[src/design/hqc_pkg.sv]
// ----------------------------------------------------------------------------
// hqc_pkg: shared types, codes and the HSV color quantizer
// Request codes, the command struct that crosses the front/back queue and the
// exact integer 32-bin HSV quantization function.
// ----------------------------------------------------------------------------
package hqc_pkg;

    localparam int BIN_W   = 5;
    localparam int NBINS   = 32;
    localparam int PIX_W   = 8;
    localparam int REQ_W   = 2;
    localparam int DIST_W  = 2;
    localparam int CFG_W   = 11;
    localparam int COUNT_W = 32;

    localparam logic [REQ_W-1:0] REQ_PIXEL = 2'd0;
    localparam logic [REQ_W-1:0] REQ_READ  = 2'd1;
    localparam logic [REQ_W-1:0] REQ_CLEAR = 2'd2;

    localparam logic [CFG_W-1:0] WIDTH_RESET = 11'd1024;

    typedef logic [BIN_W-1:0] bin_t;

    typedef struct packed {
        logic [REQ_W-1:0]  typ;
        bin_t              bin;
        logic [DIST_W-1:0] dist_idx;
    } hqc_cmd_t;

    // hue sector offset, num = hue * d
    function automatic logic [2:0] hue_offset(input logic signed [18:0] num,
                                              input logic signed [18:0] d);
        logic [2:0] off;
        begin
            if (num > 19'sd20 * d && num <= 19'sd45 * d)
                off = 3'd0;
            else if (num > 19'sd45 * d && num <= 19'sd75 * d)
                off = 3'd1;
            else if (num > 19'sd75 * d && num <= 19'sd155 * d)
                off = 3'd2;
            else if (num > 19'sd155 * d && num <= 19'sd210 * d)
                off = 3'd3;
            else if (num > 19'sd210 * d && num <= 19'sd270 * d)
                off = 3'd4;
            else if (num > 19'sd270 * d && num <= 19'sd330 * d)
                off = 3'd5;
            else
                off = 3'd6;
            return off;
        end
    endfunction

    function automatic bin_t quantize(input logic [PIX_W-1:0] r,
                                      input logic [PIX_W-1:0] g,
                                      input logic [PIX_W-1:0] b);
        logic [PIX_W-1:0]   mx;
        logic [PIX_W-1:0]   mn;
        logic [PIX_W-1:0]   d;
        logic [11:0]        mx10;
        logic [11:0]        d10;
        logic signed [18:0] sd;
        logic signed [18:0] sr;
        logic signed [18:0] sg;
        logic signed [18:0] sb;
        logic signed [18:0] num;
        bin_t               base;
        bin_t               q;
        begin
            mx = r;
            if (g > mx) mx = g;
            if (b > mx) mx = b;
            mn = r;
            if (g < mn) mn = g;
            if (b < mn) mn = b;
            d    = mx - mn;
            mx10 = 12'(mx) * 12'd10;
            d10  = 12'(d) * 12'd10;
            sd   = signed'({11'b0, d});
            sr   = signed'({11'b0, r});
            sg   = signed'({11'b0, g});
            sb   = signed'({11'b0, b});
            num  = '0;
            base = '0;
            if (mx10 <= 12'd255) begin
                q = 5'd0;
            end
            else if (d10 <= 12'(mx)) begin
                if (mx10 <= 12'd1020)
                    q = 5'd1;
                else if (mx10 <= 12'd1785)
                    q = 5'd2;
                else
                    q = 5'd3;
            end
            else begin
                if (({1'b0, d} << 1) <= {1'b0, mx})
                    base = (({1'b0, mx} << 1) <= 9'd255) ? 5'd4 : 5'd11;
                else
                    base = (({1'b0, mx} << 1) <= 9'd255) ? 5'd18 : 5'd25;
                if (r == mx) begin
                    num = 19'sd60 * (sg - sb);
                    if (num < 0)
                        num = num + 19'sd360 * sd;
                end
                else if (g == mx) begin
                    num = 19'sd120 * sd + 19'sd60 * (sb - sr);
                end
                else begin
                    num = 19'sd240 * sd + 19'sd60 * (sr - sg);
                end
                q = base + 5'(hue_offset(num, sd));
            end
            return q;
        end
    endfunction

endpackage

[src/design/hqc_queue.sv]
// ----------------------------------------------------------------------------
// hqc_queue: command queue between front and back
// Small register FIFO; reports free slots so the front can hold off intake.
// ----------------------------------------------------------------------------
module hqc_queue import hqc_pkg::*; #(
    parameter int WIDTH = 8,
    parameter int DEPTH = 8
) (
    input  logic                           clk,
    input  logic                           rst_n,
    input  logic                           push,
    input  logic [WIDTH-1:0]               push_data,
    input  logic                           pop,
    output logic [WIDTH-1:0]               head_data,
    output logic                           empty,
    output logic [$clog2(DEPTH+1)-1:0]     free
);

    localparam int PTR_W = (DEPTH > 1) ? $clog2(DEPTH) : 1;
    localparam int CNT_W = $clog2(DEPTH + 1);

    logic [WIDTH-1:0] data_reg [DEPTH];
    logic [PTR_W-1:0] wr_ptr_reg;
    logic [PTR_W-1:0] rd_ptr_reg;
    logic [CNT_W-1:0] count_reg;
    logic             do_pop;

    function automatic logic [PTR_W-1:0] ptr_inc(input logic [PTR_W-1:0] p);
        return (p == PTR_W'(DEPTH - 1)) ? '0 : p + 1'b1;
    endfunction

    assign empty     = (count_reg == '0);
    assign free      = CNT_W'(DEPTH) - count_reg;
    assign head_data = data_reg[rd_ptr_reg];
    assign do_pop    = pop && !empty;

    always_ff @(posedge clk)
    begin
        if (push)
            data_reg[wr_ptr_reg] <= push_data;
    end

    always_ff @(posedge clk or negedge rst_n)
    begin
        if (!rst_n)
        begin
            wr_ptr_reg <= '0;
            rd_ptr_reg <= '0;
            count_reg  <= '0;
        end
        else
        begin
            if (push)
                wr_ptr_reg <= ptr_inc(wr_ptr_reg);
            if (do_pop)
                rd_ptr_reg <= ptr_inc(rd_ptr_reg);
            if (push && !do_pop)
                count_reg <= count_reg + 1'b1;
            else if (do_pop && !push)
                count_reg <= count_reg - 1'b1;
        end
    end

endmodule

[config.mk]
export PLATFORM = sky130hd
export DESIGN_NAME = hqc_queue
export DESIGN_NICKNAME = d
export VERILOG_FILES = /design/src/design/hqc_pkg.sv /design/src/design/hqc_queue.sv
export SDC_FILE = /design/constraint.sdc
export NUM_CORES = 1
export LEC_CHECK = 0
export BUFFER_PORTS_ARGS = -buffer_cell sky130_fd_sc_hd__buf_4
export CELL_PAD_IN_SITES_DETAIL_PLACEMENT = 0
export CELL_PAD_IN_SITES_GLOBAL_PLACEMENT = 1
export CORE_MARGIN = 3
export CORE_UTILIZATION = 50
export CTS_CLUSTER_DIAMETER = 80
export DETAILED_ROUTE_END_ITERATION = 10
export PLACE_DENSITY = 0.83
export SLEW_MARGIN = 20
export SYNTH_ARGS = -nofsm -noshare
export SYNTH_HDL_FRONTEND = slang
export SYNTH_SLANG_ARGS = --single-unit
[constraint.sdc]
create_clock -name clk -period 2.8 [get_ports clk]
set_input_delay 0.42 -clock clk [delete_from_list [all_inputs] [get_ports clk]]
set_output_delay 0.42 -clock clk [all_outputs]
set_load 0.05 [all_outputs]
## Word-level counts from Yosys, hierarchy flattened

Memory sizes are Yosys's and may differ from the RTL's.
Cells that the tools add are included.
Widths: inputs -> output; s select.

- Add/subtract/negate cells: 5
- Multipliers: 0
- Div/mod/pow operators: 0
- Order comparisons: 0
- Eq/ne operators: 2
- Shifts and indexed selects: 0
- Mux-type cells: 6
- Bitwise gates (word level): 0
- Reductions and logical operators: 8

Operators by type and width:

| operator | count |
|---|---|
| $mux 4 | 2 |
| $add 3x1->3 const B | 2 |
| $eq 3x3->1 const B | 2 |
| $mux 3 | 2 |
| $add 4x1->4 const B | 1 |
| $logic_not 4->1 | 1 |
| $sub 4x1->4 const B | 1 |
| $sub 4x4->4 const A | 1 |
| $logic_and 1x1->1 | 3 |
| $logic_not 1->1 | 3 |
| $mux 1 | 2 |
| $reduce_bool 2->1 | 1 |

- Register bits: 10
- Latch bits: 0
- Memory bits (writable): 64
- ROM bits: 0
- Bits of input ports: 12
- Memories: 1

Memories:

| memory | depth | width | read ports | clocked after memory_dff | wr ports | RTL line | text |
|---|---|---|---|---|---|---|---|
| data_reg | 8 | 8 | 1 | 0 | 1 | hqc_queue.sv:22 | `logic [WIDTH-1:0] data_reg [DEPTH];` |

## Logic depth before layout (Yosys ltp)

Gate-level depths: netlist of run 1.

- Depth in word-level cells: 6
- Gate-level depth with buffers: 10
- Gate-level depth less buffers: 10

## Least setup slack after synthesis of run 1

No wires, ideal clock.

- Path type: reg-to-reg
- Start: register count_reg[0]
- End: register count_reg[3]
- Library setup time: 0.131 ns
- Data arrival time: 3.497 ns
- Data required time: 2.669 ns
- Path slack: -0.828 ns
- Stages on the path, launching flop included: 11
- Buffers on the path: 0
- Period minus slack after synthesis: 3.628 ns
- Cells stage by stage: dfrtp_1 inv_1 ha_1 nor3b_1 nand2b_1 ha_1 inv_1 ha_1 or4_1 o211ai_1 o211ai_1

- Longest elaborated chain between the ends: 6

Ends and longest elaborated chain:

| element | RTL line | text |
|---|---|---|
| from (decl) | hqc_queue.sv:25 | `logic [CNT_W-1:0] count_reg;` |
| from (signal assigned) | hqc_queue.sv:58 | `count_reg <= count_reg + 1'b1;` |
| from (signal assigned) | hqc_queue.sv:60 | `count_reg <= count_reg - 1'b1;` |
| $logic_not 4->1 (*) | hqc_queue.sv:32 | `assign empty = (count_reg == '0);` |
| net empty | hqc_queue.sv:15 | `output logic empty,` |
| $logic_not 1->1 (*) | hqc_queue.sv:35 | `assign do_pop = pop && !empty;` |
| $logic_and 1x1->1 (*) | hqc_queue.sv:35 |  |
| $logic_not 1->1 | hqc_queue.sv:57 | `if (push && !do_pop)` |
| $logic_and 1x1->1 | hqc_queue.sv:57 |  |
| $mux 4 / $reduce_bool 2->1 (equally long branches) | -- |  |

Mark *: on every way through the listed nets, which the timed path passes. The rest lies on a longest branch. The select of a mux whose other input is x is not followed.
A chain may end at the register's enable or synchronous reset.

## Worst setup path in the final report of run 1

- Start: register count_reg[0]
- End: register count_reg[3]

- Longest elaborated chain between the ends: 6

Ends and longest elaborated chain:

| element |
|---|
| branches (longest 6 deep; another with $sub 4x1->4) |

Parallel ways; which one is timed is not known. The select of a mux whose other input is x is not followed.

==> run metrics, run 1 <==
Die W=around 86 um; synthesized area per cell=approximately 20 sq um; largest area contributor in the netlist=edfxtp_1; pin count of the biggest net entering global routing=20; Async S/R FF share, synth=a little over an eighth; total grt overflow=0; Core Rows=28; Startpoint Class=register; initial antenna violation count=0; n_diodes=0; minimum clock period=around 2.5 ns; HPWL Detailed=about 3.5 mm; Core Region=6030 sq um; # H-tree levels=3; #FFs+latches synth=74; overall power=4300 uW; WL per Instance=~19 um; nets=about 220; count leader, synth=edfxtp_1; Synth Instances=about 160; Synth warnings=0; RSZ-0062 raised after global routing=no; Final Setup Violations=0; fin util=60.9%; final wirelength=about 5.3 mm; pre-CTS setup slack=approximately 0.31 ns; die height=85.6 um; reg2reg path depth=10; peak supply drop=approximately 0.56 mV; worst-path cell chain=inv_1, ha_1, nor3b_4, nand2b_4, ha_2, inv_1, ha_4, or4_1, o211ai_1, o211ai_1; maximum clock frequency=approximately 400 MHz; Starting Density=between 50% and 60%; Clock Root Buffer=clkbuf_8; CP top delay family=simple AND/OR/NAND/NOR gates; Die ar.=~7300 sq um; worst min path class=input pin to register; Hold Path End=data_reg[2][3]$_DFFE_PP_; Hold Path Depth=1; Vias=approximately 1600; clk slew on worst S/H paths=~0.080 ns; crit path capture type=register; clk_skew=around 0.0065 ns; hold_ws=0.309 ns; Num CTS Buffers=9; slowest cell delay on critical path=between 0.4 and 0.5 ns; adder-cell share of the synthesized area=about 3.8%; drt first-iter violations=between 100 and 150; CTS Buffer Depth=2; Post-Syn Area=approximately 3200 sq um; complex-gate fraction of the synthesized area=under 10%; drt pass-1 iters=4; RD Place Congestion=0.734; Area growth, synth to finish=15.8%; number of synthesized flops with an enable pin=64; arrival time worst endpoint=about 2.7 ns; TritonCTS clock tree=yes; worst path required time=3.02 ns; Routed Antenna Nets=0; Synth top cells by count=edfxtp_1, dfrtp_1; I/O pin total=25; worst hold path startpoint=push_data[3]; Cell variety after synth=32; final period utilization=89.7%; Relative slew margins=42.8%; setup ws final=0.287 ns; clock latency on the worst-skew pair=between 0.3 and 0.4 ns; Post-Synth XOR/XNOR Area=1.11%; max-cap violations=0; reg-to-reg setup timing slack=between 0.2 and 0.3 ns; CP max-delay cell=or4_1; Setup TNS=0 ns; register area share after synthesis=between 60% and 70%; crit path launch=count_reg[0]$_DFFE_PN0P_; mux contribution to synthesized area=18.9%; r2r startpoint=count_reg[0]$_DFFE_PN0P_; main combinational cell family by area after synthesis=multiplexers; CP bufs+invs=2; Top FF cell, synth=edfxtp_1; fraction of layout cells with a size suffix above 1=36.1%; Synth Area in Simple Gates=4.26%; Final Hold Viols=0; Leakage=roughly 0.0013 uW; max reg flops=64; post-synth top area share=between 60% and 70%; Port Buffers=24; status=complete, no violations; Vias/cell=between 5 and 6; Net Count, Synth=183; reg2reg end=count_reg[3]$_DFFE_PN0P_; Crit Path Class=register to register; vias in the first global route=about 1700; Sink Count=74; Worst Tran Pin Value=0.856 ns; first-pass GRT wire length=slightly below 9 mm; DRC errors left=0; Pins Over Slew Limit=0; Worst Path Max Fanout=7; PD cells=around 1200 nW/um^2; top cells by area, synth=edfxtp_1, dfrtp_1, mux4_1; gr usage total=around 17%
power breakdown:
part           total [uW]  internal, uW  leakage [uW]  switching, uW
clock network         766           405     0.0000921            362
registers            1630          1420      0.000699            213
logic                1910           853      0.000542           1050
cells by family (layout without fill, tap and decap cells):
| family | count (synthesis) | count (layout) |
|---|---|---|
| adder cells (fa/ha/maj) | 9 | 9 |
| XOR/XNOR | 4 | 4 |
| AO/OA/AOI/OAI | 6 | 6 |
| flip-flops | 74 | 74 |
| multiplexers | 32 | 32 |
| AND/OR/NAND/NOR | 27 | 27 |
| buffers and inverters | 10 | 50 |
metrics by stage:
step / cells / cell area (sq um)
5_1_grt: 277 / 3670
4_1_cts: 277 / 3670
6_report: 277 / 3670
2_1_floorplan: 162 / 3200
3_5_place_dp: 261 / 3480
3_3_place_gp: 261 / 3480
worst max path at each step:
stage,to,slack [ns],cells after the start
after floorplan,count_reg[3]$_DFFE_PN0P_,0.03,10
after global placement,count_reg[3]$_DFFE_PN0P_,0.41,10
after detailed placement,count_reg[3]$_DFFE_PN0P_,0.31,10
after CTS,count_reg[3]$_DFFE_PN0P_,0.28,10
after global routing,count_reg[3]$_DFFE_PN0P_,0.15,10
final,count_reg[3]$_DFFE_PN0P_,0.29,10
worst reg2reg max path, stage by stage, from the launching register on:
cell and delay [ns]:
dfrtp_2 0.47, inv_1 0.08, ha_1 0.18, nor3b_4 0.20
nand2b_4 0.17, ha_2 0.23, inv_1 0.12, ha_4 0.26
or4_1 0.48, o211ai_1 0.11, o211ai_1 0.10
routing by layer:
layer  vias to the layer above  GRT usage [%]  wire [um]
li1                        722              -          -
met1                       790           20.7       2130
met2                        37           28.0       2830
met3                         6           4.61        271
met4                         0           6.04         39
met5                         -              0          0
layout make-up:
type | count | area (sq um)
clock buffer | 10 | 128
clock inverter | 5 | 56.3
fill | 438 | 2360
inverter | 3 | 11.3
multi-input combinational | 78 | 965
sequential | 74 | 2170
tap | 75 | 93.8
timing repair buffer | 32 | 243
cells in the final DEF, fill, tap and decap left out, types with 3 or more instances in the layout:
cell type  instances
nand2_1            4
mux4_2             8
mux2_4             8
ha_1               6
inv_1              3
nor2_1             8
nor3_1             4
mux4_1             8
mux2_2             7
dfrtp_1            9
edfxtp_1          64
nand2b_1           3
xnor2_1            3
clkbuf_8           9
buf_4             31
timing repair:
item,in CTS,in global routing
hold buffers,1,0
buffers inserted,0,0
hold endpoints to repair,10,0
resized for setup,0,0
No activity file was read; power rests on OpenSTA's default activity.
==> run 2, diff against run 1 <==
- ABC_AREA: unset -> 1
- CORE_UTILIZATION: 50 -> 47
- MAX_ROUTING_LAYER: unset -> met4
- PLACE_DENSITY: 0.83 -> 0.84
==> run 2 against run 1 <==
Net effect:
- synthesized cell count is 86% higher
- via count up 34%
- worst hold slack better by 0.0032 ns
- cell area grew 0.34%
- largest cell class unchanged
- cell count grew 51%
- worst setup slack improved by 0.19 ns
- critical endpoint unchanged
- clock power fell by 13%
- flip-flop and latch count unchanged
- core utilization is 4.5 points lower
- critical path depth grew 2
==> run metrics, run 2 <==
Num CTS Buffers=9 (unchanged); status=complete, no violations (unchanged); Synth warnings=0 (unchanged); max reg flops=64 (unchanged); fraction of layout cells with a size suffix above 1=14.4% (was 36.1%); largest area contributor in the netlist=edfxtp_1 (unchanged); clock latency on the worst-skew pair=0.34 ns (about the same); Synth top cells by count=nand2_1, edfxtp_1, nor2_1, o21ai_1, o21ai_0 (was edfxtp_1, dfrtp_1); arrival time worst endpoint=2.55 ns (was 2.73 ns); Cell variety after synth=20 (was 32); post-CTS sizing=0 (unchanged); Relative slew margins=43.7% (was 42.8%); Port Buffers=24 (unchanged); Setup TNS=0 ns (unchanged); Pins Over Slew Limit=0 (unchanged); final period utilization=82.8% (was 89.7%); minimum clock period=2.32 ns (was 2.51 ns); register area share after synthesis=66.5% (was 68.5%); synthesized area per cell=10.8 sq um (was 19.6 sq um); pin count of the biggest net entering global routing=36 (was 20); HPWL Detailed=3.79 mm (was 3.46 mm); Area growth, synth to finish=12.8% (was 15.8%); top cells by area, synth=edfxtp_1, nand2_1, dfrtp_1 (was edfxtp_1, dfrtp_1, mux4_1); routed wl met2=2.94 mm (was 2.83 mm); total grt overflow=0 (unchanged); Vias=2076 (was 1555); Final Setup Violations=0 (unchanged); Top Metal Used=met4 (unchanged); Net Count, Synth=323 (was 183); Leakage=0.00151 uW (was 0.00133 uW); RD Place Congestion=0.808 (was 0.734); reg-to-reg setup timing slack=0.48 ns (was 0.29 ns); initial antenna violation count=0 (unchanged); setup ws final=0.481 ns (was 0.287 ns); I/O pin total=25 (unchanged); Synth Instances=302 (was 162); first-pass GRT wire length=9.75 mm (was 8.77 mm); crit path capture type=register (unchanged); Core Rows=29 (was 28); Clock Root Buffer=clkbuf_8 (unchanged); Post-Syn Area=3270 sq um (was 3170 sq um); #FFs+latches synth=74 (unchanged); CTS Buffer Depth=2 (unchanged); Sink Count=74 (unchanged); drt pass-1 iters=4 (unchanged); Core Region=6530 sq um (was 6030 sq um); Starting Density=50.0% (was 52.6%); nets=356 (was 219); final wirelength=6.02 mm (was 5.27 mm); commonest non-fill, non-tap cell in the layout=nand2_1 (was edfxtp_1); Vias/cell=4.98 (was 5.61); metal1 wirelength=2.75 mm (was 2.13 mm); Async S/R FF share, synth=13.5% (unchanged); vias in the first global route=1975 (was 1655); drt first-iter violations=143 (was 106); number of synthesized flops with an enable pin=64 (unchanged); clk_skew=0.00720 ns (was 0.00646 ns); TritonCTS clock tree=yes (unchanged); RSZ-0062 raised after global routing=no (unchanged); count leader, synth=nand2_1 (was edfxtp_1); Startpoint Class=register (unchanged); Die ar.=7980 sq um (was 7330 sq um); Die W=89.4 um (was 85.6 um); WL met3=263 um (was 271 um); clk slew on worst S/H paths=0.07 ns (was 0.08 ns); WL per Instance=14.4 um (was 19.0 um); die height=89.4 um (was 85.6 um); Worst Path Max Fanout=7 (unchanged); Worst Tran Pin Value=0.841 ns (was 0.856 ns); max-cap violations=0 (unchanged); worst path required time=3.03 ns (was 3.02 ns); worst min path class=input pin to register (unchanged); DRC errors left=0 (unchanged); Routed Antenna Nets=0 (unchanged); Top FF cell, synth=edfxtp_1 (unchanged); gr usage total=17.5% (was 16.6%); maximum clock frequency=431 MHz (was 398 MHz); PD cells=1130 nW/um^2 (was 1170 nW/um^2); most frequent cells in the layout=nand2_1, edfxtp_1, buf_4 (was edfxtp_1, buf_4, clkbuf_8, dfrtp_1); Crit Path Class=register to register (unchanged); pre-CTS setup slack=0.469 ns (was 0.312 ns); Final Hold Viols=0 (unchanged); post-synth top area share=58.9% (was 60.6%); # H-tree levels=3 (unchanged); peak supply drop=0.782 mV (was 0.563 mV); n_diodes=0 (unchanged)
-- run 2: cell count changes in the layout (fill, tap and decap cells not counted), sizes merged, moves of 11 or more --
cell / delta
inv: +11
mux2: -15
mux4: -16
nand2: +111
nor2: +19
o21ai: +38
-- run 2: critical path, stage by stage (launching register included) --
cell and delay, ns:
dfrtp_1 0.48, inv_1 0.09, ha_1 0.23, nand3_1 0.11
nand2_1 0.14, ha_1 0.23, inv_1 0.13, ha_1 0.29
or2_2 0.29, nand2_1 0.06, nand2_1 0.04, nand3_1 0.07
nand2_1 0.05
-- run 2: path summary, 6_finish.rpt --
kind | start | endpoint | cells past startpoint
setup reg to reg | count_reg[0]$_DFFE_PN0P_ | count_reg[3]$_DFFE_PN0P_ | 12
hold reg to reg | count_reg[3]$_DFFE_PN0P_ | count_reg[3]$_DFFE_PN0P_ | 2
max in group asynchronous | rst_n | wr_ptr_reg[0]$_DFFE_PN0P_ | 2
setup / recovery | count_reg[0]$_DFFE_PN0P_ | count_reg[3]$_DFFE_PN0P_ | 12
min in group asynchronous | rst_n | wr_ptr_reg[1]$_DFFE_PN0P_ | 2
hold / removal | push_data[7] | data_reg[7][7]$_DFFE_PP_ | 1
-- run 2: routing by layer --
metal  vias up  GRT usage, %
li1       1072             -
met2        36          27.4
met5         -             -
met1       961          22.2
met3         7          3.59
met4         0          7.71
-- run 2: cells by family (layout without fill, tap and decap cells) --
kind of cell / Yosys count / after routing / share of synthesized area, %
flops: 74 / 74 / 66.5
xor+xnor: 4 / 4 / 1.07
simple gates: 147 / 147 / 17.1
compound gates: 41 / 41 / 6.28
buf+inv: 27 / 65 / 5.33
fa+ha+maj: 9 / 9 / 3.68
-- run 2: power by group --
group          total, uW  internal [uW]  switching, uW
combinational       2020            628           1390
sequential          1470           1380           88.0
clock                670            309            361
-- run 2: timing repair --
action / CTS / global route
buffers inserted: 0 / 0
hold buffers: 1 / 0
endpoints found under the hold margin: 10 / 0
-- run 2: layout make-up --
cell class	instances	area, sq um
fillers	580	2850
inverters	15	63.8
flip-flops and latches	74	2170
well taps	77	96.3
multi-input cells	201	920
clock inverters	7	36.3
repair buffers	34	270
clock buffers	9	124
-- run 2: stage by stage --
| stage | instance area (sq um) | power (uW) | std cells | utilization (%) | hold slack [ns] |
|---|---|---|---|---|---|
| 2_1_floorplan | 3270 | 3070 | 302 | - | 0.124 |
| 3_3_place_gp | 3510 | 3520 | 400 | 53.8 | 0.258 |
| 3_5_place_dp | 3510 | 3540 | 400 | 53.8 | 0.259 |
| 4_1_cts | 3680 | 4220 | 417 | 56.4 | 0.298 |
| 5_1_grt | 3680 | 4470 | 417 | 56.4 | 0.297 |
| 6_report | 3680 | 4160 | 417 | 56.4 | 0.313 |
