==> src/design/hqc_pkg.sv <==
// ----------------------------------------------------------------------------
// hqc_pkg: shared types, codes and the HSV color quantizer
// Request codes, the command struct that crosses the front/back queue and the
// exact integer 32-bin HSV quantization function.
// ----------------------------------------------------------------------------
package hqc_pkg;

    localparam int BIN_W   = 5;
    localparam int NBINS   = 32;
    localparam int PIX_W   = 8;
    localparam int REQ_W   = 2;
    localparam int DIST_W  = 2;
    localparam int CFG_W   = 11;
    localparam int COUNT_W = 32;

    localparam logic [REQ_W-1:0] REQ_PIXEL = 2'd0;
    localparam logic [REQ_W-1:0] REQ_READ  = 2'd1;
    localparam logic [REQ_W-1:0] REQ_CLEAR = 2'd2;

    localparam logic [CFG_W-1:0] WIDTH_RESET = 11'd1024;

    typedef logic [BIN_W-1:0] bin_t;

    typedef struct packed {
        logic [REQ_W-1:0]  typ;
        bin_t              bin;
        logic [DIST_W-1:0] dist_idx;
    } hqc_cmd_t;

    // hue sector offset, num = hue * d
    function automatic logic [2:0] hue_offset(input logic signed [18:0] num,
                                              input logic signed [18:0] d);
        logic [2:0] off;
        begin
            if (num > 19'sd20 * d && num <= 19'sd45 * d)
                off = 3'd0;
            else if (num > 19'sd45 * d && num <= 19'sd75 * d)
                off = 3'd1;
            else if (num > 19'sd75 * d && num <= 19'sd155 * d)
                off = 3'd2;
            else if (num > 19'sd155 * d && num <= 19'sd210 * d)
                off = 3'd3;
            else if (num > 19'sd210 * d && num <= 19'sd270 * d)
                off = 3'd4;
            else if (num > 19'sd270 * d && num <= 19'sd330 * d)
                off = 3'd5;
            else
                off = 3'd6;
            return off;
        end
    endfunction

    function automatic bin_t quantize(input logic [PIX_W-1:0] r,
                                      input logic [PIX_W-1:0] g,
                                      input logic [PIX_W-1:0] b);
        logic [PIX_W-1:0]   mx;
        logic [PIX_W-1:0]   mn;
        logic [PIX_W-1:0]   d;
        logic [11:0]        mx10;
        logic [11:0]        d10;
        logic signed [18:0] sd;
        logic signed [18:0] sr;
        logic signed [18:0] sg;
        logic signed [18:0] sb;
        logic signed [18:0] num;
        bin_t               base;
        bin_t               q;
        begin
            mx = r;
            if (g > mx) mx = g;
            if (b > mx) mx = b;
            mn = r;
            if (g < mn) mn = g;
            if (b < mn) mn = b;
            d    = mx - mn;
            mx10 = 12'(mx) * 12'd10;
            d10  = 12'(d) * 12'd10;
            sd   = signed'({11'b0, d});
            sr   = signed'({11'b0, r});
            sg   = signed'({11'b0, g});
            sb   = signed'({11'b0, b});
            num  = '0;
            base = '0;
            if (mx10 <= 12'd255) begin
                q = 5'd0;
            end
            else if (d10 <= 12'(mx)) begin
                if (mx10 <= 12'd1020)
                    q = 5'd1;
                else if (mx10 <= 12'd1785)
                    q = 5'd2;
                else
                    q = 5'd3;
            end
            else begin
                if (({1'b0, d} << 1) <= {1'b0, mx})
                    base = (({1'b0, mx} << 1) <= 9'd255) ? 5'd4 : 5'd11;
                else
                    base = (({1'b0, mx} << 1) <= 9'd255) ? 5'd18 : 5'd25;
                if (r == mx) begin
                    num = 19'sd60 * (sg - sb);
                    if (num < 0)
                        num = num + 19'sd360 * sd;
                end
                else if (g == mx) begin
                    num = 19'sd120 * sd + 19'sd60 * (sb - sr);
                end
                else begin
                    num = 19'sd240 * sd + 19'sd60 * (sr - sg);
                end
                q = base + 5'(hue_offset(num, sd));
            end
            return q;
        end
    endfunction

endpackage

==> src/design/hqc_if.sv <==


interface hqc_rsp_if import hqc_pkg::*; ();
    logic               valid;
    logic               ready;
    logic [COUNT_W-1:0] match_count;

    modport source (output valid, match_count, input ready);
    modport sink (input valid, match_count, output ready);
endinterface

==> src/design/hqc_back.sv <==
// ----------------------------------------------------------------------------
// hqc_back: histogram banks and result buffer
// One 32-entry bank per distance, read-modify-write with saturation and a
// forward path for back-to-back hits; reads go out through a small FIFO.
// ----------------------------------------------------------------------------
module hqc_back import hqc_pkg::*; #(
    parameter int DISTANCES = 3,
    parameter int O_DEPTH   = 4
) (
    input  logic                                         clk,
    input  logic                                         rst_n,
    input  logic                                         q_empty,
    input  hqc_cmd_t                                     head_cmd,
    input  logic [DISTANCES-1:0]                         head_en,
    input  logic [DISTANCES-1:0][BIN_W-1:0]              head_ctr,
    input  logic [DISTANCES-1:0][$clog2((2*DISTANCES-1)*(2*DISTANCES-1)+1)-1:0] head_cnt,
    output logic                                         pop,
    hqc_rsp_if.source                                    rsp
);

    localparam int WIN   = 2 * DISTANCES - 1;
    localparam int CNT_W = $clog2(WIN * WIN + 1);
    localparam int OP_W  = (O_DEPTH > 1) ? $clog2(O_DEPTH) : 1;
    localparam int OC_W  = $clog2(O_DEPTH + 1);

    logic                                 b1_vld_reg;
    hqc_cmd_t                             b1_cmd_reg;
    logic [DISTANCES-1:0]                 b1_en_reg;
    logic [DISTANCES-1:0][CNT_W-1:0]      b1_cnt_reg;
    logic [DISTANCES-1:0][BIN_W-1:0]      b1_addr_reg;

    logic                                 b2_vld_reg;
    hqc_cmd_t                             b2_cmd_reg;
    logic [DISTANCES-1:0]                 b2_en_reg;
    logic [DISTANCES-1:0][CNT_W-1:0]      b2_cnt_reg;
    logic [DISTANCES-1:0][BIN_W-1:0]      b2_addr_reg;
    logic [DISTANCES-1:0]                 fwd_reg;
    logic [DISTANCES-1:0][COUNT_W-1:0]    fwd_data_reg;
    logic [DISTANCES-1:0][NBINS-1:0]      vld_reg;

    logic [DISTANCES-1:0][COUNT_W-1:0]    bank_q;
    logic [DISTANCES-1:0][COUNT_W-1:0]    eff;
    logic [DISTANCES-1:0]                 wr_en;
    logic [DISTANCES-1:0][COUNT_W-1:0]    wr_data;
    logic [COUNT_W-1:0]                   rd_result;
    logic                                 rd_push;

    logic [COUNT_W-1:0]                   ofifo_reg [O_DEPTH];
    logic [OP_W-1:0]                      owr_reg;
    logic [OP_W-1:0]                      ord_reg;
    logic [OC_W-1:0]                      ocount_reg;
    logic                                 opop;
    logic [OC_W+1:0]                      committed;

    function automatic logic [OP_W-1:0] optr_inc(input logic [OP_W-1:0] p);
        return (p == OP_W'(O_DEPTH - 1)) ? '0 : p + 1'b1;
    endfunction

    // every read in flight keeps a slot in the result buffer
    assign committed = (OC_W+2)'(ocount_reg) +
                       (OC_W+2)'(b1_vld_reg && b1_cmd_reg.typ == REQ_READ) +
                       (OC_W+2)'(b2_vld_reg && b2_cmd_reg.typ == REQ_READ);
    assign pop       = !q_empty && (committed < (OC_W+2)'(O_DEPTH));

    always_ff @(posedge clk or negedge rst_n)
    begin
        if (!rst_n)
        begin
            b1_vld_reg <= 1'b0;
            b2_vld_reg <= 1'b0;
        end
        else
        begin
            b1_vld_reg <= pop;
            b2_vld_reg <= b1_vld_reg;
        end
    end

    always_ff @(posedge clk)
    begin
        b1_cmd_reg <= head_cmd;
        b1_en_reg  <= head_en;
        b1_cnt_reg <= head_cnt;
        for (int k = 0; k < DISTANCES; k++)
            b1_addr_reg[k] <= (head_cmd.typ == REQ_READ) ? head_cmd.bin : head_ctr[k];
        b2_cmd_reg   <= b1_cmd_reg;
        b2_en_reg    <= b1_en_reg;
        b2_cnt_reg   <= b1_cnt_reg;
        b2_addr_reg  <= b1_addr_reg;
        // the item now reading may hit the entry being written this cycle
        for (int k = 0; k < DISTANCES; k++)
            fwd_reg[k] <= wr_en[k] && (b1_addr_reg[k] == b2_addr_reg[k]);
        fwd_data_reg <= wr_data;
    end

    for (genvar k = 0; k < DISTANCES; k++)
    begin : g_bank
        logic [COUNT_W-1:0] mem [NBINS];

        always_ff @(posedge clk)
        begin
            if (wr_en[k])
                mem[b2_addr_reg[k]] <= wr_data[k];
            bank_q[k] <= mem[b1_addr_reg[k]];
        end
    end

    always_comb
    begin
        logic [COUNT_W:0] sum;
        sum       = '0;
        rd_result = '0;
        for (int k = 0; k < DISTANCES; k++)
        begin
            if (fwd_reg[k])
                eff[k] = fwd_data_reg[k];
            else if (vld_reg[k][b2_addr_reg[k]])
                eff[k] = bank_q[k];
            else
                eff[k] = '0;
            wr_en[k]   = b2_vld_reg && (b2_cmd_reg.typ == REQ_PIXEL) && b2_en_reg[k];
            sum        = {1'b0, eff[k]} + (COUNT_W+1)'(b2_cnt_reg[k]);
            wr_data[k] = sum[COUNT_W] ? '1 : sum[COUNT_W-1:0];
            if (int'(b2_cmd_reg.dist_idx) == k)
                rd_result = eff[k];
        end
    end

    assign rd_push = b2_vld_reg && (b2_cmd_reg.typ == REQ_READ);

    always_ff @(posedge clk or negedge rst_n)
    begin
        if (!rst_n)
        begin
            vld_reg <= '0;
        end
        else if (b2_vld_reg && b2_cmd_reg.typ == REQ_CLEAR)
        begin
            vld_reg <= '0;
        end
        else
        begin
            for (int k = 0; k < DISTANCES; k++)
                if (wr_en[k])
                    vld_reg[k][b2_addr_reg[k]] <= 1'b1;
        end
    end

    // result buffer
    assign opop            = rsp.valid && rsp.ready;
    assign rsp.valid       = (ocount_reg != '0);
    assign rsp.match_count = ofifo_reg[ord_reg];

    always_ff @(posedge clk)
    begin
        if (rd_push)
            ofifo_reg[owr_reg] <= rd_result;
    end

    always_ff @(posedge clk or negedge rst_n)
    begin
        if (!rst_n)
        begin
            owr_reg    <= '0;
            ord_reg    <= '0;
            ocount_reg <= '0;
        end
        else
        begin
            if (rd_push)
                owr_reg <= optr_inc(owr_reg);
            if (opop)
                ord_reg <= optr_inc(ord_reg);
            if (rd_push && !opop)
                ocount_reg <= ocount_reg + 1'b1;
            else if (opop && !rd_push)
                ocount_reg <= ocount_reg - 1'b1;
        end
    end

endmodule

==> src/flat_wrapper.sv <==
// flat-port wrapper written by rule: the top's interface ports become plain ports
module hqc_back_flat import hqc_pkg::*;
#(
    parameter int DISTANCES = 3,
    parameter int O_DEPTH   = 4
)
  (clk, rst_n, q_empty, head_cmd, head_en, head_ctr, head_cnt, pop, rsp_valid, rsp_match_count, rsp_ready);
  hqc_rsp_if rsp_i ();
  input  logic clk;
  input  logic rst_n;
  input  logic q_empty;
  input  hqc_cmd_t head_cmd;
  input  logic [DISTANCES-1:0] head_en;
  input  logic [DISTANCES-1:0][BIN_W-1:0] head_ctr;
  input  logic [DISTANCES-1:0][$clog2((2*DISTANCES-1)*(2*DISTANCES-1)+1)-1:0] head_cnt;
  output logic pop;
  output wire logic [$bits(rsp_i.valid)-1:0] rsp_valid;
  output wire logic [$bits(rsp_i.match_count)-1:0] rsp_match_count;
  input wire logic [$bits(rsp_i.ready)-1:0] rsp_ready;
  assign rsp_valid = rsp_i.valid;
  assign rsp_match_count = rsp_i.match_count;
  assign rsp_i.ready = rsp_ready;
  hqc_back #(.DISTANCES(DISTANCES), .O_DEPTH(O_DEPTH)) u_core (.clk(clk), .rst_n(rst_n), .q_empty(q_empty), .head_cmd(head_cmd), .head_en(head_en), .head_ctr(head_ctr), .head_cnt(head_cnt), .pop(pop), .rsp(rsp_i));
endmodule
==> config.mk <==
export PLATFORM = sky130hd
export DESIGN_NAME = hqc_back_flat
export DESIGN_NICKNAME = d
export VERILOG_FILES = /design/src/design/hqc_pkg.sv /design/src/design/hqc_if.sv /design/src/design/hqc_back.sv /design/src/flat_wrapper.sv
export SDC_FILE = /design/constraint.sdc
export NUM_CORES = 2
export LEC_CHECK = 0
export BUFFER_PORTS_ARGS = -buffer_cell sky130_fd_sc_hd__buf_2
export CAP_MARGIN = 20
export CORE_MARGIN = 8
export CORE_UTILIZATION = 55
export DETAILED_ROUTE_END_ITERATION = 6
export GPL_ROUTABILITY_DRIVEN = 0
export PLACE_DENSITY = 0.72
export SLEW_MARGIN = 20
export SYNTH_ARGS = -nofsm -noshare
export SYNTH_HDL_FRONTEND = slang
export SYNTH_SLANG_ARGS = --single-unit
export TNS_END_PERCENT = 10
==> constraint.sdc <==
create_clock -name clk -period 15.9 [get_ports clk]
set_clock_uncertainty 0.1 [all_clocks]
set_input_delay 0 -clock clk [delete_from_list [all_inputs] [get_ports clk]]
set_output_delay 0 -clock clk [all_outputs]
set_load 0.05 [all_outputs]
Yosys cells after proc, flatten, opt, wreduce, memory -nomap -nowiden

Memory sizes are Yosys's and may differ from the RTL's. A register that Yosys moved wholly into a read port is not among the register bits.
Index checks and enable logic that the tools add are counted.
W data, S select, Z words.

Register bits after elaboration: 278
RAM bits: 3200
Input port bits: 46
Output and inout port bits: 34
Logic and storage cells: 134
Memories: 4

Add/subtract/negate cells: 9
Magnitude comparators: 7
Equality and inequality tests: 11
Muxes and demuxes: 43
Bitwise gates (word level): 3
Reduce and logical (&&, ||, !) cells: 27

Memories:

| name                 | words | bits a word | read ports | clocked after Yosys merged registers in | wr ports | line           | text |
|---|---|---|---|---|---|---|---|
| u_core.g_bank[0].mem | 32    | 32          | 1          | 1                                       | 1        | hqc_back.sv:98 | `logic [COUNT_W-1:0] mem [NBINS];` |
| u_core.g_bank[1].mem | 32    | 32          | 1          | 1                                       | 1        | hqc_back.sv:98 |  |
| u_core.g_bank[2].mem | 32    | 32          | 1          | 1                                       | 1        | hqc_back.sv:98 |  |
| u_core.ofifo_reg     | 4     | 32          | 1          | 0                                       | 1        | hqc_back.sv:48 | `logic [COUNT_W-1:0] ofifo_reg [O_DEPTH];` |

Operators by type and width:

| operator              | number |
|---|---|
| $mux W32              | 15 |
| $add A32 B5 Y33       | 3 |
| $mux W96              | 1 |
| $or A32 B32 Y32       | 3 |
| $lt A5 B6 Y1 const B  | 3 |
| $logic_and A1 B1 Y1   | 17 |
| $bmux W1 S5           | 3 |
| $demux W1 S5          | 3 |
| $eq A5 B5 Y1          | 3 |
| $ge A5 B1 Y1 const B  | 3 |
| $mux W5               | 3 |
| $mux W1               | 14 |
| $eq A2 B2 Y1 const B  | 5 |
| $reduce_bool A2 Y1    | 4 |
| $eq A2 B1 Y1 const B  | 3 |
| $mux W3               | 2 |
| $add A5 B1 Y5         | 1 |
| $lt A5 B3 Y1 const B  | 1 |
| $add A2 B1 Y2 const B | 2 |
| $add A3 B1 Y4         | 1 |
| $logic_not A2 Y1      | 2 |
| $mux W2               | 2 |
| $add A3 B1 Y3 const B | 1 |
| $logic_not A1 Y1      | 3 |
| 2 further kinds       | 2 |

Depth between registers and ports, before layout

Word-level depth: 7
Gate-level depth with buffers: 23
Mapped depth without buffers: 18

Worst setup path before layout

Ideal clock, no wire load.

Kind: register to register
From: register u_core.b2_addr_reg[6] in the netlist's numbering
To: memory u_core.g_bank[1].mem[0][29], data pin
Setup time: 0.461 ns
Arrival time: 5.691 ns
Data required time: 15.339 ns
Path slack: 9.648 ns
Stages on the path, launching flop included: 21
Path buffers: 3
Period minus slack after synthesis: 6.252 ns
Cell sequence: dfxtp_1 buf_1 mux2i_1 o32ai_1 nor3_1 o22a_1 clkbuf_1 nor2_1 clkbuf_1 a22oi_1 inv_1 ha_1 a21o_1 a21oi_1 o21ai_0 a21oi_1 or3_1 nor4_1 and4_1 a31oi_1 o21ai_0

RTL lines:

| element                | line           | text |
|---|---|---|
| start, declared        | hqc_back.sv:36 | `logic [DISTANCES-1:0][BIN_W-1:0] b2_addr_reg;` |
| start signal, assigned | hqc_back.sv:89 | `b2_addr_reg <= b1_addr_reg;` |
| end, declared          | hqc_back.sv:98 |  |

==> impl_results.md <==
- Critical Path Most Common Cell: buf_4
- DR DRC count: 0
- Asr flop ratio synth: 2.94%
- VDD IR max: 0.110 mV
- Mux contribution to synthesized area: 17.8%
- Adder-cell share of the synthesized area: 0.270%
- Final Hold Fails: 0
- CTS Sinks: 3574
- R2R cell count: 21
- Num CTS Buffers: 362
- First-pass GRT wire length: 497 mm
- Post-synth top area share: 70.4%
- Required @ worst endpoint: 16440 ps
- Routed wire length per instance: 34.5 um
- Num ports: 80
- Worst slew pin tran: 1290 ps
- Slowest stage delay, CP: 940 ps
- Yosys warnings: 0
- Pre-antenna DRT Iters: 6
- Share of cells above drive strength 1: 29.9%
- Core ar.: 248000 sq um
- Maximum capacitance violations: 0
- Clock root cell: clkbuf_16
- Synth Flop Type: edfxtp_1
- Synth unique cells: 78
- Rows: 183
- Largest net degree at the start of global routing: 144
- Number of global-route vias before repair: 68178
- Most frequent cell after synthesis: edfxtp_1
- Leak pwr: 0.0487 uW
- Crit start category: flop
- Clock transition at path regs: 60 ps
- Syn_nets: 6263
- Hold_sp: head_cmd[1]
- Seq/Total Area, Yosys: 76.3%
- Largest family of logic cells by synthesized area: multiplexers
- XOR/XNOR Fraction of Synth Area: 0.520%
- Outcome: complete, no violations
- Layout area overhead: 13.4%
- CP max-delay cell: dfxtp_1
- Crit. End Element: flop
- RSZ-0062 raised after global routing: no
- Via count: 67852
- Critical path peak fanout: 33
- Detailed Route Iter0 Violations: 10016
- CTS HTree Levels: 5
- Clk_lat worst skew: 1020 ps
- Slew margin rel.: 13.9%
- Post-synth EDFFs: 3200
- Tmin final: 8790 ps
- Crit-path leading delay family: compound AO/OA/AOI/OAI gates
- Crit path buf inv count: 4
- GRT overflow: 0
- Seq cells post-synth: 3574
- ANT nets after route: 0
- Min-delay worst type: in -> reg
- CTS tree: yes
- Synthesized area: 136000 sq um
- Worst Hold Endpoint: u_core.b1_cmd_reg[1]$_DFF_P_
- WP data arrival: 9330 ps
- Synth area leader: edfxtp_1
- Initial Util: 55.1%
- Max reg flops: 3072
- Antenna violations before repair: 4
- Die Width: 514 um
- Post-DP HPWL: 186 mm
- Die area: 264000 sq um
- Crit Path Class: reg -> reg
- Worst R2R End: u_core.g_bank[2].mem[3][13]$_DFFE_PP_
- Synth area leaders: edfxtp_1 (70%), mux4_2 (16%), dfxtp_1 (3.9%)
- Setup WS pre-CTS: 7740 ps
- Finish-stage setup viols: 0
- Worst Setup Slack, final: 7110 ps
- Number of port buffers: 79
- Fmax: 114 MHz
- Final worst-path cycle share: 55.3%
- Cell Chain, Critical Path: mux2i_1 -> or3_1 -> a311o_1 -> o21a_1 -> a21oi_4 -> buf_4 -> a22o_1 -> ha_1 -> inv_1 -> fa_1 -> nor2b_1 -> o21ai_0 -> a21boi_0 -> o21ai_0 -> a211o_1 -> a221oi_1 -> buf_4 -> and2_1 -> nand4_1 -> buf_4 -> nand2_1
- R2R Path Start: u_core.b2_addr_reg[11]$_DFF_P_
- Post-Route WL: 352 mm
- Fillcell total: 16262
- Setup TNS: 0 ps
- Fraction of the mapped netlist area in simple logic gates: 2.04%
- Post-synthesis instance total: 6190
- Max clock buf depth: 4
- Post-synthesis compound-gate area fraction: 2.11%
- Die Height: 514 um
- Post-CTS setup buffers: 0
- Top cells by instance count after synthesis: edfxtp_1 (3200), mux4_2 (995), dfxtp_1 (269)
- Total track usage: 26.2%
- Vias per inst: 6.66
- FF-to-FF setup slack: 7110 ps
- Power Dens Cells: 134 nW/um^2
- Post-Syn Area per Cell: 22.0 sq um
- Nets: 6644
- Final count of pins violating max slew: 0
- WHS Path Cells: 3
[report_power, final]
| group | internal [uW] | switching [uW] |
|---|---|---|
| clock | 4860 | 3480 |
| sequential | 10500 | 189 |
| combinational | 645 | 1000 |
| total | 16000 | 4670 |
[through the flow]
step	total power (uW)	hold slack, ps	cell area, sq um	utilization, %	instances
floorplan	11900	-396	136000	-	6190
global placement	12500	-30.4	142000	57.3	9434
detailed placement	12500	-16.9	142000	57.3	9435
CTS	20800	17.2	155000	62.4	10184
global route	21200	70.5	155000	62.4	10188
finish	20700	78.0	155000	62.4	10191
[placed cells by master, fill, tap and decap left out, types with 11 or more instances in the layout]
cell type / count
a22o_1: 36
and3_1: 20
or3_1: 16
clkinv_1: 45
clkbuf_8: 25
xnor2_1: 55
clkinvlp_4: 13
nand3_1: 59
nor2_1: 48
nor2b_1: 18
ha_1: 23
buf_2: 78
nand4_1: 18
mux2i_1: 50
dfrtp_1: 103
clkbuf_1: 72
nand3b_1: 17
inv_1: 25
clkbuf_16: 366
o21a_1: 100
o21ai_0: 49
edfxtp_1: 3200
buf_4: 160
nor3_1: 17
bufinv_16: 32
nand2_1: 202
mux2_2: 108
dfxtp_1: 249
o21ai_4: 11
mux4_2: 995
a22oi_1: 49
dfxtp_4: 12
a21oi_1: 30
nor2_4: 97
dlygate4sd3_1: 99
xor2_1: 26
o31ai_1: 12
nor4_1: 12
clkinv_2: 81
o22ai_1: 32
[area by class of cell]
type / count / area (sq um) / area share (%)
clock buffers: 463 / 9770 / 6.32
inverters: 26 / 97.6 / 0.0631
multi-input cells: 2262 / 31900 / 20.6
well taps: 3330 / 4170 / 2.69
clock inverters: 186 / 1790 / 1.16
repair buffers: 345 / 2760 / 1.78
flip-flops and latches: 3574 / 104000 / 67.3
diodes: 5 / 12.5 / 0.00809
[worst max path at each step]
stage          slack [ps]  cells after the start                                     end                            from
6_report             7110                     21   u_core.g_bank[2].mem[3][13]$_DFFE_PP_  u_core.b2_addr_reg[11]$_DFF_P_
5_1_grt              6780                     21   u_core.g_bank[2].mem[3][16]$_DFFE_PP_  u_core.b2_addr_reg[11]$_DFF_P_
4_1_cts              7700                     21  u_core.g_bank[2].mem[12][11]$_DFFE_PP_  u_core.b2_addr_reg[11]$_DFF_P_
3_5_place_dp         7740                     21   u_core.g_bank[2].mem[6][19]$_DFFE_PP_  u_core.b2_addr_reg[11]$_DFF_P_
3_3_place_gp         7570                     20   u_core.g_bank[2].mem[4][15]$_DFFE_PP_  u_core.b2_addr_reg[11]$_DFF_P_
2_1_floorplan        9650                     20   u_core.g_bank[1].mem[0][29]$_DFFE_PP_   u_core.b2_addr_reg[6]$_DFF_P_
[routing by layer]
layer	vias to the layer above	part of all wire [%]	track usage, %
li1	26741	-	-
met1	36053	38	36.3
met2	4268	47	41.1
met3	786	10	5.45
met4	4	4.9	11.3
met5	-	0.027	0.198
[cell families (layout without fill, tap and decap cells)]
kind of cell	Yosys count	in the layout
flip-flops	3574	3574
multiplexers	1163	1163
AND/OR/NAND/NOR	585	585
AO/OA/AOI/OAI	406	406
buffers and inverters	354	1020
XOR/XNOR	81	81
adder cells (fa/ha/maj)	27	27
other	0	5
[timing repair]
item / CTS / global route
hold buffers: 100 / 0
hold endpoints to repair: 148 / 0
gates resized for setup: 0 / 0
[worst reg2reg max path, delay by kind of cell, from the launching register on]
family,cells,cell delay (ps)
buffers and inverters,4,1240
adder cells (fa/ha/maj),2,670
multiplexers,1,170
AND/OR/NAND/NOR,5,2450
AO/OA/AOI/OAI,9,2850
flip-flops,1,940
Note: power is estimated with default switching activity, not from simulation.
